==> src/tpfpe_pkg.sv <==
package tpfpe_pkg;

  // Fixed frame layout and field widths.
  localparam int LINK_HEADER_BYTES = 14;
  localparam int PORT_REGS         = 4;
  localparam int PORT_ENTRIES_DEF  = 4;
  localparam int MIN_TCP_WORDS     = 5;

  // Result queue depth; two slots must be free before a byte is taken.
  localparam int RESULT_DEPTH = 4;

  localparam int CFG_INDEX_W = 3;
  localparam int CFG_DATA_W  = 16;
  localparam int TDATA_OUT_W = 48;

  // Configuration register indexes.
  typedef enum logic [CFG_INDEX_W-1:0] {
    REG_ENTRY_COUNT = 3'd0,
    REG_PORT_0      = 3'd1,
    REG_PORT_1      = 3'd2,
    REG_PORT_2      = 3'd3,
    REG_PORT_3      = 3'd4,
    REG_DIR_MASK    = 3'd5
  } reg_index_t;

  typedef enum logic {
    KIND_PAYLOAD = 1'b0,
    KIND_VERDICT = 1'b1
  } kind_t;

  typedef struct packed {
    logic [2:0]                 entry_count;
    logic [PORT_REGS-1:0][15:0] ports;
    logic [PORT_REGS-1:0]       dir_mask;
  } cfg_t;

  typedef struct packed {
    kind_t       kind;
    logic [7:0]  payload_byte;
    logic        verdict;
    logic [15:0] matched_port;
    logic        matched_from_destination;
    logic [15:0] payload_length;
    logic        last_result;
  } result_t;

  typedef struct packed {
    logic [1:0] count;
    result_t    first;
    result_t    second;
  } push_t;

  typedef struct packed {
    logic        hit;
    logic [15:0] port;
    logic        from_destination;
  } match_t;

endpackage

==> src/tpfpe_port_match.sv <==
module tpfpe_port_match
  import tpfpe_pkg::*;
#(
  parameter int PORT_ENTRIES = PORT_ENTRIES_DEF
) (
  input  cfg_t        cfg,
  input  logic [15:0] source_port,
  input  logic [15:0] destination_port,
  output match_t      match
);

  localparam int ACTIVE = (PORT_ENTRIES < PORT_REGS) ? PORT_ENTRIES : PORT_REGS;

  // Entries are scanned in order, so the highest matching entry wins.
  always_comb begin
    match = '0;
    for (int i = 0; i < ACTIVE; i++) begin
      if (32'(cfg.entry_count) > i) begin
        if ((cfg.dir_mask[i] ? destination_port : source_port) == cfg.ports[i]) begin
          match.hit              = 1'b1;
          match.port             = cfg.ports[i];
          match.from_destination = cfg.dir_mask[i];
        end
      end
    end
  end

endmodule

==> src/tpfpe_parser.sv <==
module tpfpe_parser
  import tpfpe_pkg::*;
#(
  parameter int PORT_ENTRIES = PORT_ENTRIES_DEF
) (
  input  logic       clk,
  input  logic       rst,
  input  cfg_t       cfg,
  input  logic       in_fire,
  input  logic [7:0] data_byte,
  input  logic       last_byte,
  output push_t      push
);

  logic [15:0] byte_position;
  logic [3:0]  ip_header_words;
  logic [3:0]  tcp_header_words;
  logic [15:0] ip_total_length;
  logic [15:0] source_port;
  logic [15:0] destination_port;
  logic        match_found;
  logic [15:0] match_port;
  logic        match_direction;
  logic [15:0] payload_count;
  logic        count_overflow;

  logic [3:0]  ip_header_words_next;
  logic [3:0]  tcp_header_words_next;
  logic [15:0] ip_total_length_next;
  logic [15:0] source_port_next;
  logic [15:0] destination_port_next;
  logic        match_found_next;
  logic [15:0] match_port_next;
  logic        match_direction_next;
  logic [15:0] payload_count_next;
  logic        count_overflow_next;
  logic [15:0] byte_position_next;

  logic        active;
  logic [6:0]  tcp_start;
  logic [7:0]  pay_start;
  logic        in_tcp;
  logic [15:0] tcp_offset;
  logic        do_match;
  logic        in_payload;
  logic        emit_payload;
  logic [6:0]  header_bytes;
  logic        frame_ok;
  match_t      match;
  result_t     pay_res;
  result_t     verd_res;

  tpfpe_port_match #(
    .PORT_ENTRIES(PORT_ENTRIES)
  ) u_match (
    .cfg             (cfg),
    .source_port     (source_port_next),
    .destination_port(destination_port_next),
    .match           (match)
  );

  always_comb begin
    count_overflow_next = count_overflow | (byte_position == 16'hFFFF);
    active              = !count_overflow_next;

    ip_header_words_next = ip_header_words;
    ip_total_length_next = ip_total_length;
    if (active && byte_position == 16'(LINK_HEADER_BYTES)) begin
      ip_header_words_next = data_byte[3:0];
    end
    if (active && byte_position == 16'(LINK_HEADER_BYTES + 2)) begin
      ip_total_length_next = {data_byte, ip_total_length[7:0]};
    end
    if (active && byte_position == 16'(LINK_HEADER_BYTES + 3)) begin
      ip_total_length_next = {ip_total_length[15:8], data_byte};
    end

    tcp_start  = 7'(LINK_HEADER_BYTES) + {1'b0, ip_header_words_next, 2'b00};
    in_tcp     = active && (byte_position >= 16'(tcp_start));
    tcp_offset = byte_position - 16'(tcp_start);

    source_port_next      = source_port;
    destination_port_next = destination_port;
    tcp_header_words_next = tcp_header_words;
    do_match              = 1'b0;
    if (in_tcp) begin
      case (tcp_offset)
        16'd0:   source_port_next      = {data_byte, source_port[7:0]};
        16'd1:   source_port_next      = {source_port[15:8], data_byte};
        16'd2:   destination_port_next = {data_byte, destination_port[7:0]};
        16'd3: begin
          destination_port_next = {destination_port[15:8], data_byte};
          do_match              = 1'b1;
        end
        16'd12:  tcp_header_words_next = data_byte[7:4];
        default: ;
      endcase
    end

    match_found_next     = match_found;
    match_port_next      = match_port;
    match_direction_next = match_direction;
    if (do_match && match.hit) begin
      match_found_next     = 1'b1;
      match_port_next      = match.port;
      match_direction_next = match.from_destination;
    end

    pay_start  = 8'(tcp_start) + {2'b00, tcp_header_words_next, 2'b00};
    in_payload = active && (tcp_header_words_next >= 4'(MIN_TCP_WORDS))
                 && (byte_position >= 16'(pay_start));
    payload_count_next = payload_count;
    if (in_payload && payload_count != 16'hFFFF) begin
      payload_count_next = payload_count + 16'd1;
    end
    emit_payload = in_payload && match_found_next;

    byte_position_next = active ? byte_position + 16'd1 : byte_position;

    header_bytes = {1'b0, ip_header_words_next, 2'b00} + {1'b0, tcp_header_words_next, 2'b00};
    frame_ok = match_found_next && !count_overflow_next
               && (tcp_header_words_next >= 4'(MIN_TCP_WORDS))
               && (payload_count_next != 16'd0)
               && (ip_total_length_next >= 16'(header_bytes))
               && ((ip_total_length_next - 16'(header_bytes)) == payload_count_next);

    pay_res                          = '0;
    pay_res.kind                     = KIND_PAYLOAD;
    pay_res.payload_byte             = data_byte;
    pay_res.matched_port             = match_port_next;
    pay_res.matched_from_destination = match_direction_next;

    verd_res                          = '0;
    verd_res.kind                     = KIND_VERDICT;
    verd_res.verdict                  = frame_ok;
    verd_res.matched_port             = match_found_next ? match_port_next : 16'd0;
    verd_res.matched_from_destination = match_found_next & match_direction_next;
    verd_res.payload_length           = payload_count_next;
    verd_res.last_result              = 1'b1;

    push.count  = in_fire ? (2'(emit_payload) + 2'(last_byte)) : 2'd0;
    push.first  = emit_payload ? pay_res : verd_res;
    push.second = verd_res;
  end

  always_ff @(posedge clk) begin
    if (rst || (in_fire && last_byte)) begin
      byte_position    <= '0;
      ip_header_words  <= '0;
      tcp_header_words <= '0;
      ip_total_length  <= '0;
      source_port      <= '0;
      destination_port <= '0;
      match_found      <= 1'b0;
      match_port       <= '0;
      match_direction  <= 1'b0;
      payload_count    <= '0;
      count_overflow   <= 1'b0;
    end else if (in_fire) begin
      byte_position    <= byte_position_next;
      ip_header_words  <= ip_header_words_next;
      tcp_header_words <= tcp_header_words_next;
      ip_total_length  <= ip_total_length_next;
      source_port      <= source_port_next;
      destination_port <= destination_port_next;
      match_found      <= match_found_next;
      match_port       <= match_port_next;
      match_direction  <= match_direction_next;
      payload_count    <= payload_count_next;
      count_overflow   <= count_overflow_next;
    end
  end

  // Payload is only counted once a legal data offset has been seen.
  a_payload_needs_offset: assert property (@(posedge clk) disable iff (rst)
    payload_count != 16'd0 |-> tcp_header_words >= 4'(MIN_TCP_WORDS))
    else $error("payload counted without a valid TCP data offset");

  // The final byte of a frame always restarts the parse.
  a_frame_restart: assert property (@(posedge clk) disable iff (rst)
    in_fire && last_byte |=> byte_position == 16'd0 && !match_found)
    else $error("frame state not cleared after the final byte");

  // A recorded match always names one of the frame's own ports.
  a_match_is_frame_port: assert property (@(posedge clk) disable iff (rst)
    match_found |-> match_port == (match_direction ? destination_port : source_port))
    else $error("recorded match disagrees with the frame ports");

endmodule

==> src/tpfpe_result_queue.sv <==
module tpfpe_result_queue
  import tpfpe_pkg::*;
(
  input  logic    clk,
  input  logic    rst,
  input  push_t   push,
  output logic    room,
  output logic    out_valid,
  input  logic    out_ready,
  output result_t out_result
);

  localparam int PTR_W = $clog2(RESULT_DEPTH);
  localparam int CNT_W = $clog2(RESULT_DEPTH + 1);

  result_t            slots [RESULT_DEPTH];
  logic [PTR_W-1:0]   wptr;
  logic [PTR_W-1:0]   rptr;
  logic [CNT_W-1:0]   count;
  logic               pop;

  assign out_valid  = (count != '0);
  assign out_result = slots[rptr];
  assign pop        = out_valid && out_ready;
  // Two free slots cover the worst case of a payload byte plus its verdict.
  assign room       = (count <= CNT_W'(RESULT_DEPTH - 2));

  always_ff @(posedge clk) begin
    if (push.count != 2'd0) begin
      slots[wptr] <= push.first;
    end
    if (push.count == 2'd2) begin
      slots[wptr + PTR_W'(1)] <= push.second;
    end
  end

  always_ff @(posedge clk) begin
    if (rst) begin
      wptr  <= '0;
      rptr  <= '0;
      count <= '0;
    end else begin
      wptr  <= wptr + PTR_W'(push.count);
      rptr  <= rptr + PTR_W'(pop);
      count <= count + CNT_W'(push.count) - CNT_W'(pop);
    end
  end

  a_no_overfill: assert property (@(posedge clk) disable iff (rst)
    count <= CNT_W'(RESULT_DEPTH))
    else $error("result queue overfilled");

  a_push_has_room: assert property (@(posedge clk) disable iff (rst)
    push.count != 2'd0 |-> count <= CNT_W'(RESULT_DEPTH - 2))
    else $error("results pushed without two free slots");

  a_pop_drains: assert property (@(posedge clk) disable iff (rst)
    pop && push.count == 2'd0 |=> count == $past(count) - CNT_W'(1))
    else $error("queue count wrong after a lone pop");

endmodule

==> src/tcp_port_filter_payload_extract_core.sv <==
// Channel  | Direction | Word contents
// ---------+-----------+------------------------------------------------------------
// s_axis   | in        | one frame byte; tlast marks the final byte of the frame
// m_axis   | out       | payload byte (tuser 0) or frame verdict (tuser 1, tlast 1)
// cfg      | in        | register write: index and data, always ready
//
// A byte is taken every cycle while the result queue has two free slots; the parse,
// the port compare and the verdict are one combinational pass from the frame state
// into the queue, so with an empty queue a result is visible on m_axis in the cycle
// after its byte. A stalled m_axis backs words up in the four-entry result queue,
// and s_axis_tready drops while three or more words wait; a final byte of a matched
// payload yields two words. Reset is synchronous and clears frame state, registers
// and the queue.
module tcp_port_filter_payload_extract_core
  import tpfpe_pkg::*;
#(
  parameter int PORT_ENTRIES = PORT_ENTRIES_DEF
) (
  input  logic                   clk,
  input  logic                   rst,
  // Frame bytes in. tdata: data_byte[7:0].
  input  logic                   s_axis_tvalid,
  output logic                   s_axis_tready,
  input  logic [7:0]             s_axis_tdata,
  input  logic                   s_axis_tlast,
  // Results out. tdata: payload_byte[7:0], verdict[8], matched_port[24:9],
  // matched_from_destination[25], payload_length[41:26], zero[47:42].
  output logic                   m_axis_tvalid,
  input  logic                   m_axis_tready,
  output logic [TDATA_OUT_W-1:0] m_axis_tdata,
  // tuser: kind[0], zero for a payload byte and one for a verdict.
  output logic                   m_axis_tuser,
  output logic                   m_axis_tlast,
  // Configuration writes.
  input  logic                   cfg_valid,
  output logic                   cfg_ready,
  input  logic [CFG_INDEX_W-1:0] cfg_index,
  input  logic [CFG_DATA_W-1:0]  cfg_data
);

  cfg_t    cfg;
  push_t   push;
  result_t res;
  logic    room;
  logic    in_fire;

  assign cfg_ready     = 1'b1;
  assign s_axis_tready = room;
  assign in_fire       = s_axis_tvalid && room;

  // Register file. Writes to an undefined index are dropped.
  always_ff @(posedge clk) begin
    if (rst) begin
      cfg <= '0;
    end else if (cfg_valid && cfg_ready) begin
      unique case (cfg_index)
        REG_ENTRY_COUNT: cfg.entry_count <= cfg_data[2:0];
        REG_PORT_0:      cfg.ports[0]    <= cfg_data;
        REG_PORT_1:      cfg.ports[1]    <= cfg_data;
        REG_PORT_2:      cfg.ports[2]    <= cfg_data;
        REG_PORT_3:      cfg.ports[3]    <= cfg_data;
        REG_DIR_MASK:    cfg.dir_mask    <= cfg_data[PORT_REGS-1:0];
        default:         ;
      endcase
    end
  end

  tpfpe_parser #(
    .PORT_ENTRIES(PORT_ENTRIES)
  ) u_parser (
    .clk      (clk),
    .rst      (rst),
    .cfg      (cfg),
    .in_fire  (in_fire),
    .data_byte(s_axis_tdata),
    .last_byte(s_axis_tlast),
    .push     (push)
  );

  tpfpe_result_queue u_queue (
    .clk       (clk),
    .rst       (rst),
    .push      (push),
    .room      (room),
    .out_valid (m_axis_tvalid),
    .out_ready (m_axis_tready),
    .out_result(res)
  );

  assign m_axis_tdata = {6'd0, res.payload_length, res.matched_from_destination,
                         res.matched_port, res.verdict, res.payload_byte};
  assign m_axis_tuser = res.kind;
  assign m_axis_tlast = res.last_result;

endmodule
==> config.mk <==
export PLATFORM = sky130hd
export DESIGN_NAME = tcp_port_filter_payload_extract_core
export DESIGN_NICKNAME = d
export VERILOG_FILES = /design/src/tpfpe_pkg.sv /design/src/tpfpe_port_match.sv /design/src/tpfpe_parser.sv /design/src/tpfpe_result_queue.sv /design/src/tcp_port_filter_payload_extract_core.sv
export SDC_FILE = /design/constraint.sdc
export NUM_CORES = 1
export LEC_CHECK = 0
export ABC_AREA = 1
export BUFFER_PORTS_ARGS = -buffer_cell sky130_fd_sc_hd__buf_2
export CAP_MARGIN = 20
export CORE_MARGIN = 1
export CORE_UTILIZATION = 30
export CTS_BUF_LIST = sky130_fd_sc_hd__clkbuf_4 sky130_fd_sc_hd__clkbuf_8
export CTS_CLUSTER_DIAMETER = 30
export DETAILED_ROUTE_END_ITERATION = 10
export PLACE_DENSITY = 0.57
export SYNTH_ARGS = -nofsm -noshare
export SYNTH_HDL_FRONTEND = slang
export SYNTH_HIERARCHICAL = 1
export SYNTH_SLANG_ARGS = --single-unit
==> constraint.sdc <==
create_clock -name clk -period 12.95 [get_ports clk]
set_input_delay 0.6475 -clock clk [delete_from_list [all_inputs] [get_ports clk]]
set_output_delay 0.6475 -clock clk [all_outputs]
set_load 0.1 [all_outputs]
# == Word level (Yosys, flattened, before mapping) ==
# Memories as Yosys holds them, arrays and structs flattened. A register that Yosys moved wholly into a read port is not among the register bits.
# Cells that the tools add are included.
# totals
reg_bits,185
mem_bits_rw,176
output_inout_bits,53
wordCells,132
mem_count,1
# mem_list
name,depth,word_bits,rd,rd_clocked_by_memory_dff,wr,line_no,rtl
u_queue.slots,4,44,1,1,2,tpfpe_result_queue.sv:16,result_t slots [RESULT_DEPTH];
# classes
add_sub_neg,13
magnitude_cmp,9
eq_ne,20
n_mux,35
bitwise_logic,3
reduce_logical,31
# op_table
op,count
2-to-1 mux 16 bit,11
2-to-1 mux 18 bit,8
== test 16 bit,5
case mux 16 bit (2 select lines),2
2-to-1 mux 44 bit,1
adder 16 x 1 -> 16 bit (second input constant),2
== test 16 x 2 -> 1 bit (second input constant),2
== test 16 x 4 -> 1 bit (second input constant),2
== test 16 x 5 -> 1 bit (second input constant),2
greater-or-equal comparator 16 x 7 -> 1 bit,2
subtractor 16 x 7 -> 16 bit,2
logical AND 1 bit,17
== test 16 x 1 -> 1 bit (second input constant),1
== test 16 bit (second input constant),1
greater-or-equal comparator 16 x 8 -> 1 bit,1
zero test 16 bit,1
inequality test 16 bit (second input constant),1
nonzero test 16 bit,1
AND reduction 2 bit,7
2-to-1 mux 4 bit,3
adder 7 x 6 -> 8 bit,1
2-to-1 mux 1 bit,8
adder 4 x 6 -> 7 bit (first input constant),1
adder 6 x 6 -> 7 bit,1
23 further kinds,28

# == Longest topological paths before layout ==
# Gate-level depths: netlist of run 1.
# logic_depth
depth_word,28
ltp_mapped,59

# == Modules after synthesis ==
# Netlist of run 1, hierarchy kept.
# modules_own_cells
module,instances,cells_each,area_each_um2,seq_area_each_um2
tpfpe_result_queue,1,922,8881.0,5425.2
tpfpe_parser,1,1277,8023.9,2142.1
tcp_port_filter_payload_extract_core,1,428,2942.8,1421.4
tpfpe_port_match,1,610,2623.8,0.0

# == Worst setup path before layout of run 1 ==
# No wires, ideal clock.
# synth_timing
path_type,register to register
start,register u_parser.byte_position[0]
end,"memory u_queue/slots[3][0] (netlist bit), enable pin"
setup_ps,511
arrival_ps,9951
required_time_ps,12439
slack_ps,2487
stages_incl_launch_ff,51
n_path_buf,2
cell_sequence,dfxtp_1 -> inv_1 -> ha_1 -> inv_1 -> nor2_1 -> nand3_1 -> nor2_4 -> nand3_2 -> nand2_1 -> nand2_2 -> inv_1 -> nand2_1 -> nand2_1 -> inv_1 -> ha_1 -> nand2_1 -> nor2_1 -> a211oi_1 -> [... 15 more ...] -> nor2_1 -> nand2_1 -> nor2_2 -> nand3_2 -> buf_2 -> o21ai_1 -> inv_1 -> nand3b_1 -> nand4_1 -> nand2_1 -> nand2_1 -> nor2_2 -> clkbuf_1 -> ha_1 -> nand2_1 -> inv_1 -> nor2_1 -> o31ai_1
# synth_lines
item,line_no,rtl
from (decl),tpfpe_parser.sv:15,logic [15:0] byte_position;
from (signal assigned),tpfpe_parser.sv:160,byte_position <= byte_position_next;
to (decl),tpfpe_result_queue.sv:16,

==> flow_metrics.py, run 1 <==
metrics = {
    "sta": {
        "rsz0062_at_grt": "no",
        "skew_ns": 0.0362,
        "slew_violations": 0,
        "worst_pin_slew_ns": 1.10,
        "post-route-period-util_pct": 79.5,
        "finalSetupViolCount": 0,
        "hold_viol": 0,
        "tns_ns": 0,
        "max_freq_mhz": 97.1,
        "period_needed_ns": 10.30,
        "slew_headroom_pct": 26.4,
    },
    "yosys": {
        "yosys.area.top_type": "edfxtp_1",
        "synth_top_family_by_area": "simple AND/OR/NAND/NOR gates",
        "yosys_warnings": 6,
        "synth-simple-area-share_pct": 29.5,
        "synth_edf_count": 176,
        "mappedNetlistArea_sq_um": 22500,
        "synth_compound_gate_area_share_pct": 15.9,
        "ys_seq_area_share_pct": 40.0,
        "yosys.cell_types.count": 54,
        "syn_inst": 3237,
        "synth_ff_type": "dfxtp_1",
        "muxShareOfSynthArea_pct": 0,
        "synth_fa_ha_area_share_pct": 2.19,
        "ys_async_sr_fraction_pct": 0,
        "netlist_top_cells_area": "edfxtp_1 (24%), dfxtp_1 (16%), nand2_1 (12%), nor2_1 (8.4%), o21ai_0 (8.2%)",
        "ys_ff_latch": 361,
        "synth.top_cell.area_share_pct": 23.5,
        "synth_xor_area_share_pct": 1.99,
        "syn_area_per_cell_sq_um": 6.94,
    },
    "pwr": {
        "p_comb_share_pct": 34.7,
        "p_leak_uw": 0.0106,
        "finalPower_uw": 4300,
        "powerDensity_nw_per_um2": 170,
        "ir_drop_uv": 106,
        "p_sw_uw": 1770,
        "internal_power_uw": 2530,
        "swShare_pct": 41.1,
        "p_clk_share_pct": 34.3,
        "p_seq_share_pct": 31.0,
    },
    "worst_setup_path": {
        "critical_path_class": "reg -> reg",
        "cp-start-kind": "register",
        "endpoint_kind": "register",
        "reg2reg_depth": 52,
        "critPathMaxFanout": 89,
        "worst_ep_arrival_time_ns": 10.67,
        "max_stage_delay_ns": 0.74,
        "worst_path_most_repeated_cell": "nand2_1",
        "cp.required_ns": 13.32,
        "crit_path_top_delay_cell": "nor3_1",
    },
    "clocking": {
        "clk_pin_slew_ns": 0.06,
        "cts_tree": "done",
        "clkLatencyLatePin_ns": 0.68,
        "hold_buffers": 0,
        "postCtsSetupRepairBufs": 0,
        "ctsResizeCount": 0,
        "cts_inserted_buffers": 80,
        "clock_path_buffers": 3,
        "clkSinkCount": 361,
        "ctsHtreeMaxLevel": 3,
        "cts_root_buf": "clkbuf_8",
    },
    "route": {
        "wl_mm": 69.9,
        "vias_per_cell": 4.86,
        "dr.pass1.iters": 8,
        "drtIter0Drc": 1733,
        "drc": 0,
        "via_count": 20800,
        "wl_per_cell_um": 16.3,
        "ant_nets": 0,
    },
    "status": {
        "outcome": "finished, final reports clean",
    },
    "global_routing": {
        "antenna_found_initial": 3,
        "grt_pass1_vias": 18800,
        "grt_max_degree": 96,
        "grtUsageTotal_pct": 18.1,
        "grt-ovfl-total": 0,
        "grt_pass1_wl_mm": 108,
    },
    "placement": {
        "dpl-instance-area_sq_um": 23500,
        "place.gp.congestion": 0.979,
        "dp_hpwl_mm": 48.8,
        "port-buffer-count": 78,
    },
    "min_path": {
        "min_path_cells": 2,
        "hp-class": "in -> reg",
    },
    "final_layout": {
        "multi_input_area_sq_um": 11200,
        "antenna_cells": 0,
        "final_common_cell": "nand2_1",
        "area_growth_pct": 12.7,
        "fillers": 8016,
        "drive_above_1_share_pct": 11.1,
        "fin_area_sq_um": 25300,
        "register_area_sq_um": 8990,
        "final_cell_mix": "nand2_1 (733), nor2_1 (499), o21ai_0 (369)",
        "nets": 3335,
    },
    "floorplanning": {
        "dieArea_sq_um": 76000,
        "die_x_um": 276,
        "start_util_pct": 30.5,
        "num_io_pins": 86,
        "die_y_um": 276,
        "rows": 99,
        "core_area_sq_um": 73600,
    },
    "job": {
        "maxCapViolations": 0,
    },
}
power by group through the flow:
stage | Clock, uW | Sequential [uW] | Combinational, uW
2_1_floorplan | 0 | 1340 | 1190
3_3_place_gp | 0 | 1350 | 1480
3_5_place_dp | 0 | 1360 | 1480
4_1_cts | 1510 | 1330 | 1490
5_1_grt | 1560 | 1340 | 1630
6_report | 1470 | 1330 | 1490
logic make-up after synthesis:
| logic type | after synthesis |
|---|---|
| AO/OA/AOI/OAI | 658 |
| AND/OR/NAND/NOR | 1566 |
| flip-flops | 361 |
| buffers and inverters | 560 |
| other | 4 |
| XOR/XNOR | 51 |
| adder cells (fa/ha/maj) | 37 |
flip-flops by register name, summed over array words and instances (netlist names):
signal,count
u_parser/match_found,1
u_parser/ip_header_words,4
u_parser/tcp_header_words,4
u_parser/count_overflow,1
u_parser/match_port,16
u_queue/count,3
u_parser/payload_count,16
u_queue/wptr,2
u_queue/slots,176
u_parser/byte_position,16
u_parser/destination_port,16
u_parser/match_direction,1
u_queue/rptr,2
u_parser/source_port,16
cfg,71
u_parser/ip_total_length,16
cell type report:
cell class                 instances  area share (%)
tap                              959            4.74
sequential                       361            35.5
clock inverter                    48            2.41
inverter                         389            5.77
multi-input combinational       2329            44.3
timing repair buffer             104            2.31
clock buffer                      96            4.97
critical path: cells and delay by family (launching register included):
family | cells | cell delay, ns
fa+ha+maj | 3 | 0.70
compound gates | 3 | 0.76
flops | 1 | 0.38
buf+inv | 9 | 2.33
simple gates | 37 | 5.76
cell usage after synthesis (36+ instances only):
cell / instances
dfxtp_1: 185
a21oi_1: 126
buf_2: 37
o21ai_0: 369
o22ai_1: 76
clkbuf_1: 81
nand3_1: 183
o21ai_1: 36
xor2_1: 40
nor2_1: 501
nand2_1: 736
edfxtp_1: 176
inv_1: 363
metrics by stage:
step / util [%] / worst slack, ns / std cells / hold slack [ns]
6_report: 34.4 / 2.65 / 4286 / 0.300
5_1_grt: 34.4 / 1.63 / 4286 / 0.280
4_1_cts: 34.4 / 2.73 / 4285 / 0.238
3_5_place_dp: 31.9 / 2.76 / 4141 / 0.464
3_3_place_gp: 31.9 / 2.95 / 4141 / 0.465
2_1_floorplan: - / 2.49 / 3250 / 0.444
per-layer routing:
metal / part of all wire [%] / up-vias / global-route usage, %
li1: - / 10600 / -
met1: 46 / 9465 / 24.5
met2: 45 / 599 / 29.2
met5: 0.029 / - / 0
met4: 2.6 / 2 / 5.38
met3: 6.1 / 134 / 3.44
worst paths after layout:
path                               startpoint                     endpoint  slack (ns)
hold reg to reg   u_parser/ip_total_length[9]  u_parser/ip_total_length[9]        0.47
setup reg to reg    u_parser/byte_position[1]         u_queue/slots[0][39]        2.65
hold / removal                            rst             u_queue/count[1]        0.30
setup / recovery    u_parser/byte_position[1]         u_queue/slots[0][39]        2.65
(Power assumes the default switching activity.)
==> run 2: changes to the inputs <==
- clock period: 12.95 -> 10.7 ns (I/O delays scaled with it)
==> flow_metrics.py, run 2 (synthesis gave the netlist of run 1 again) <==
metrics = {
    "final_layout": {
        "nets": 3358,
        "top_regs": "u_queue/slots x176, cfg x71",
        "final_common_cell": "nand2_1",
        "drive_above_1_share_pct": 12.2,
        "area_growth_pct": 14.7,
        "top_register": "u_queue/slots",
        "antenna_cells": 0,
        "largest_reg_flops": 176,
        "final_cell_mix": "nand2_1 (733), nor2_1 (500), o21ai_0 (369)",
        "fillers": 7892,
    },
    "sta": {
        "tns_ns": 0,
        "post-route-period-util_pct": 85.8,
        "skew_ns": 0.0664,
        "max_freq_mhz": 109,
        "hold_viol": 0,
        "holdWs_ns": 0.169,
        "worst_pin_slew_ns": 1.01,
        "slew_violations": 0,
        "rsz0062_at_grt": "no",
        "slew_headroom_pct": 32.0,
        "period_needed_ns": 9.18,
        "finalSetupViolCount": 0,
    },
    "floorplanning": {
        "start_util_pct": 30.5,
        "core_area_sq_um": 73600,
        "rows": 99,
        "die_x_um": 276,
        "num_io_pins": 86,
        "dieArea_sq_um": 76000,
        "die_y_um": 276,
    },
    "global_routing": {
        "grt_max_degree": 89,
        "grtUsageTotal_pct": 18.5,
        "grt_pass1_vias": 19400,
        "antenna_found_initial": 0,
        "grt_pass1_wl_mm": 110,
        "grt-ovfl-total": 0,
    },
    "placement": {
        "port-buffer-count": 78,
        "place.gp.congestion": 0.921,
        "dp_hpwl_mm": 48.3,
    },
    "route": {
        "wl_met2_mm": 31.3,
        "wl_met3_mm": 4.05,
        "drtIter0Drc": 1651,
        "wl_met1_mm": 33.2,
        "drc": 0,
        "wl_per_cell_um": 16.3,
        "ant_nets": 0,
        "wl_mm": 70.4,
        "routed.top_layer": "met4",
        "dr.pass1.iters": 7,
        "vias_per_cell": 4.84,
        "via_count": 20900,
    },
    "clocking": {
        "postCtsSetupRepairBufs": 0,
        "clkLatencyLatePin_ns": 0.71,
        "ctsHtreeMaxLevel": 3,
        "clock_path_buffers": 3,
        "clkSinkCount": 361,
        "hold_buffers": 0,
        "cts_tree": "done",
        "clk_pin_slew_ns": 0.05,
        "cts_inserted_buffers": 94,
        "cts_root_buf": "clkbuf_8",
        "ctsResizeCount": 0,
    },
    "worst_setup_path": {
        "critical_path_class": "reg -> reg",
        "critPathMaxFanout": 25,
        "endpoint_kind": "register",
        "crit_family": "simple AND/OR/NAND/NOR gates",
        "critPathBufInv": 7,
        "cp.required_ns": 11.13,
        "worst_path_most_repeated_cell": "nand2_1",
        "max_stage_delay_ns": 0.69,
        "crit_path_top_delay_cell": "nor3_1",
        "cp-start-kind": "register",
        "worst_ep_arrival_time_ns": 9.60,
    },
    "job": {
        "maxCapViolations": 0,
    },
    "pwr": {
        "powerDensity_nw_per_um2": 211,
        "ir_drop_uv": 122,
        "p_leak_uw": 0.0109,
    },
    "min_path": {
        "hp-class": "in -> reg",
    },
    "status": {
        "outcome": "finished, final reports clean",
    },
}
-- run 2: worst register-to-register path: cells and delay by family, from the launching register on --
kind                     cells  cell delay (ns)
AND/OR/NAND/NOR             35             5.70
flip-flops                   1             0.37
buffers and inverters        7             0.94
adder cells (fa/ha/maj)      3             0.79
AO/OA/AOI/OAI                5             1.17
-- run 2: worst paths after layout --
check,from,end,slack [ns],cells after the start
hold reg to reg,u_parser/ip_total_length[13],u_parser/ip_total_length[13],0.48,2
hold / removal,rst,u_queue/count[1],0.17,2
setup reg to reg,u_parser/byte_position[1],u_queue/slots[0][17],1.52,50
setup / recovery,u_parser/byte_position[1],u_queue/slots[0][17],1.52,50
-- run 2: per-layer routing --
layer  vias up  global-route usage [%]
li1      10700                       -
met1      9547                    25.5
met2       579                    29.1
met3       121                    3.33
met4         0                    5.61
met5         -                       0
-- run 2: area by class of cell --
cell class	instances	area, sq um	area share (%)
clock inverter	34	477	1.85
timing repair buffer	113	691	2.68
sequential	361	8990	34.9
inverter	389	1460	5.67
multi-input combinational	2329	11200	43.6
tap	959	1200	4.65
clock buffer	140	1730	6.72
-- run 2: report_power, final --
group          leakage, uW  total, uW  internal [uW]  switching, uW
sequential         0.00306       1630           1560           66.6
clock              0.00115       2020           1280            734
combinational      0.00668       1810            424           1380
total               0.0109       5450           3270           2180
-- run 2: stage by stage --
step / power, uW / util (%) / instances / area, sq um / worst slack (ns)
after detailed placement: 3450 / 32.0 / 4151 / 23600 / 1.59
after CTS: 5490 / 35.0 / 4325 / 25800 / 1.60
after floorplan: 3060 / - / 3250 / 22500 / 0.237
final: 5450 / 35.0 / 4325 / 25800 / 1.52
after global placement: 3440 / 32.0 / 4151 / 23600 / 1.77
after global routing: 5740 / 35.0 / 4325 / 25800 / 0.578
==> run 3: changes to the inputs <==
- CORE_MARGIN: 1 -> 2
==> flow_metrics.py, run 3 (synthesis gave the netlist of run 1 again) <==
metrics = {
    "global_routing": {
        "grt_max_degree": 113,
        "antenna_found_initial": 0,
        "grt_pass1_wl_mm": 111,
        "grt_pass1_vias": 18900,
        "grt-ovfl-total": 0,
        "grtUsageTotal_pct": 18.1,
    },
    "final_layout": {
        "drive_above_1_share_pct": 11.7,
        "final_common_cell": "nand2_1",
        "nets": 3349,
        "top_register": "u_queue/slots",
        "largest_reg_flops": 176,
        "fin_cells": 4318,
        "top_regs": "u_queue/slots x176, cfg x71",
        "final_cell_mix": "nand2_1 (733), nor2_1 (500), o21ai_0 (369)",
        "area_growth_pct": 14.6,
        "antenna_cells": 0,
    },
    "worst_setup_path": {
        "rrSetupSlack_ns": 1.08,
        "worst_ep_arrival_time_ns": 10.03,
        "r2r-start": "u_parser/byte_position[1]",
        "crit_path_top_delay_cell": "nor3_1",
        "endpoint_kind": "register",
        "cp.required_ns": 11.11,
        "r2r-end": "u_queue/slots[1][32]",
        "cp-start-kind": "register",
        "crit_end": "u_queue/slots[1][32]",
        "crit_start": "u_parser/byte_position[1]",
        "critPathMaxFanout": 53,
        "reg2reg_depth": 51,
        "critical_path_class": "reg -> reg",
        "worst_path_most_repeated_cell": "nand2_1",
        "max_stage_delay_ns": 0.75,
    },
    "route": {
        "ant_nets": 0,
        "vias_per_cell": 4.88,
        "drtIter0Drc": 2124,
        "wl_mm": 71.5,
        "drc": 0,
        "wl_per_cell_um": 16.6,
        "via_count": 21100,
        "dr.pass1.iters": 5,
    },
    "placement": {
        "dp_hpwl_mm": 49.3,
        "place_ws_ns": 1.16,
        "dp_cells": 4160,
        "port-buffer-count": 78,
        "place.gp.congestion": 0.898,
    },
    "clocking": {
        "clkLatencyLatePin_ns": 0.70,
        "ctsResizeCount": 0,
        "clock_path_buffers": 3,
        "hold_buffers": 0,
        "ctsHtreeMaxLevel": 3,
        "clk_pin_slew_ns": 0.05,
        "cts_tree": "done",
        "clkSinkCount": 361,
        "postCtsSetupRepairBufs": 0,
        "cts_inserted_buffers": 86,
        "cts_root_buf": "clkbuf_8",
    },
    "floorplanning": {
        "start_util_pct": 30.2,
        "dieArea_sq_um": 77100,
        "num_io_pins": 86,
        "rows": 100,
        "die_y_um": 278,
        "core_area_sq_um": 74300,
        "die_x_um": 278,
    },
    "sta": {
        "fin_ws_ns": 1.08,
        "finalSetupViolCount": 0,
        "max_freq_mhz": 104,
        "tns_ns": 0,
        "slew_headroom_pct": 34.8,
        "skew_ns": 0.0531,
        "hold_viol": 0,
        "post-route-period-util_pct": 89.9,
        "period_needed_ns": 9.62,
        "slew_violations": 0,
        "rsz0062_at_grt": "no",
        "worst_pin_slew_ns": 0.977,
    },
    "job": {
        "maxCapViolations": 0,
    },
    "min_path": {
        "hp-class": "in -> reg",
    },
    "pwr": {
        "p_leak_uw": 0.0109,
        "powerDensity_nw_per_um2": 213,
        "ir_drop_uv": 95.7,
    },
    "status": {
        "outcome": "finished, final reports clean",
    },
}
[run 3: cell count changes in the layout (fill, tap and decap cells not counted), moves of 2 or more]
cell / before / now
bufinv_16: 10 / 18
clkbuf_4: 31 / 9
clkbuf_8: 109 / 97
clkinv_1: 7 / 9
clkinv_2: 11 / 17
clkinv_4: 2 / 0
clkinvlp_4: 3 / 5
inv_6: 0 / 2
[run 3: cell type report]
class                           instances  area [sq um]
Multi-Input combinational cell       2329         11200
Sequential cell                       361          8990
Fill cell                            8079         48600
Tap cell                              969          1210
Clock inverter                         52           778
Inverter                              389          1460
Clock buffer                          106          1400
Timing Repair Buffer                  112           683
[run 3: report_power, final]
group	switching (uW)	internal (uW)	total, uW
clock network	736	1320	2050
registers	58.8	1560	1620
logic	1400	425	1830
total	2200	3300	5500
[run 3: metrics by stage]
step	total power (uW)	hold WS [ns]	cell area, sq um	utilization (%)
6_report	5500	0.220	25800	34.7
5_1_grt	5780	0.180	25800	34.7
4_1_cts	5540	0.157	25800	34.7
3_5_place_dp	3470	0.471	23600	31.7
3_3_place_gp	3460	0.462	23600	31.7
2_1_floorplan	3060	0.444	22500	-
[run 3: worst min path at each step]
stage	start	to	slack, ns	depth (start not counted)
6_report	m_axis_tready	u_queue/rptr[0]	0.22	4
5_1_grt	m_axis_tready	u_queue/rptr[1]	0.18	4
4_1_cts	m_axis_tready	u_queue/rptr[1]	0.16	4
3_5_place_dp	u_parser/ip_total_length[2]	u_parser/ip_total_length[2]	0.47	2
3_3_place_gp	u_parser/ip_total_length[9]	u_parser/ip_total_length[9]	0.46	2
2_1_floorplan	u_parser/ip_total_length[2]	u_parser/ip_total_length[2]	0.44	2
[run 3: critical path, delay by kind of cell, from the launching register on]
kind / cells / cell delay (ns)
AOI/OAI and AO/OA: 4 / 1.12
adders and majority gates: 3 / 0.79
buffers and inverters: 8 / 1.24
DFF: 1 / 0.37
and+or+nand+nor: 36 / 5.79
[run 3: per-layer routing]
| layer | part of all wire, % | track usage, % | up-vias |
|---|---|---|---|
| li1 | - | - | 10600 |
| met2 | 44 | 27.6 | 696 |
| met1 | 47 | 26.0 | 9638 |
| met4 | 2.5 | 5.11 | 0 |
| met3 | 6.5 | 3.13 | 109 |
| met5 | 0 | 0 | - |
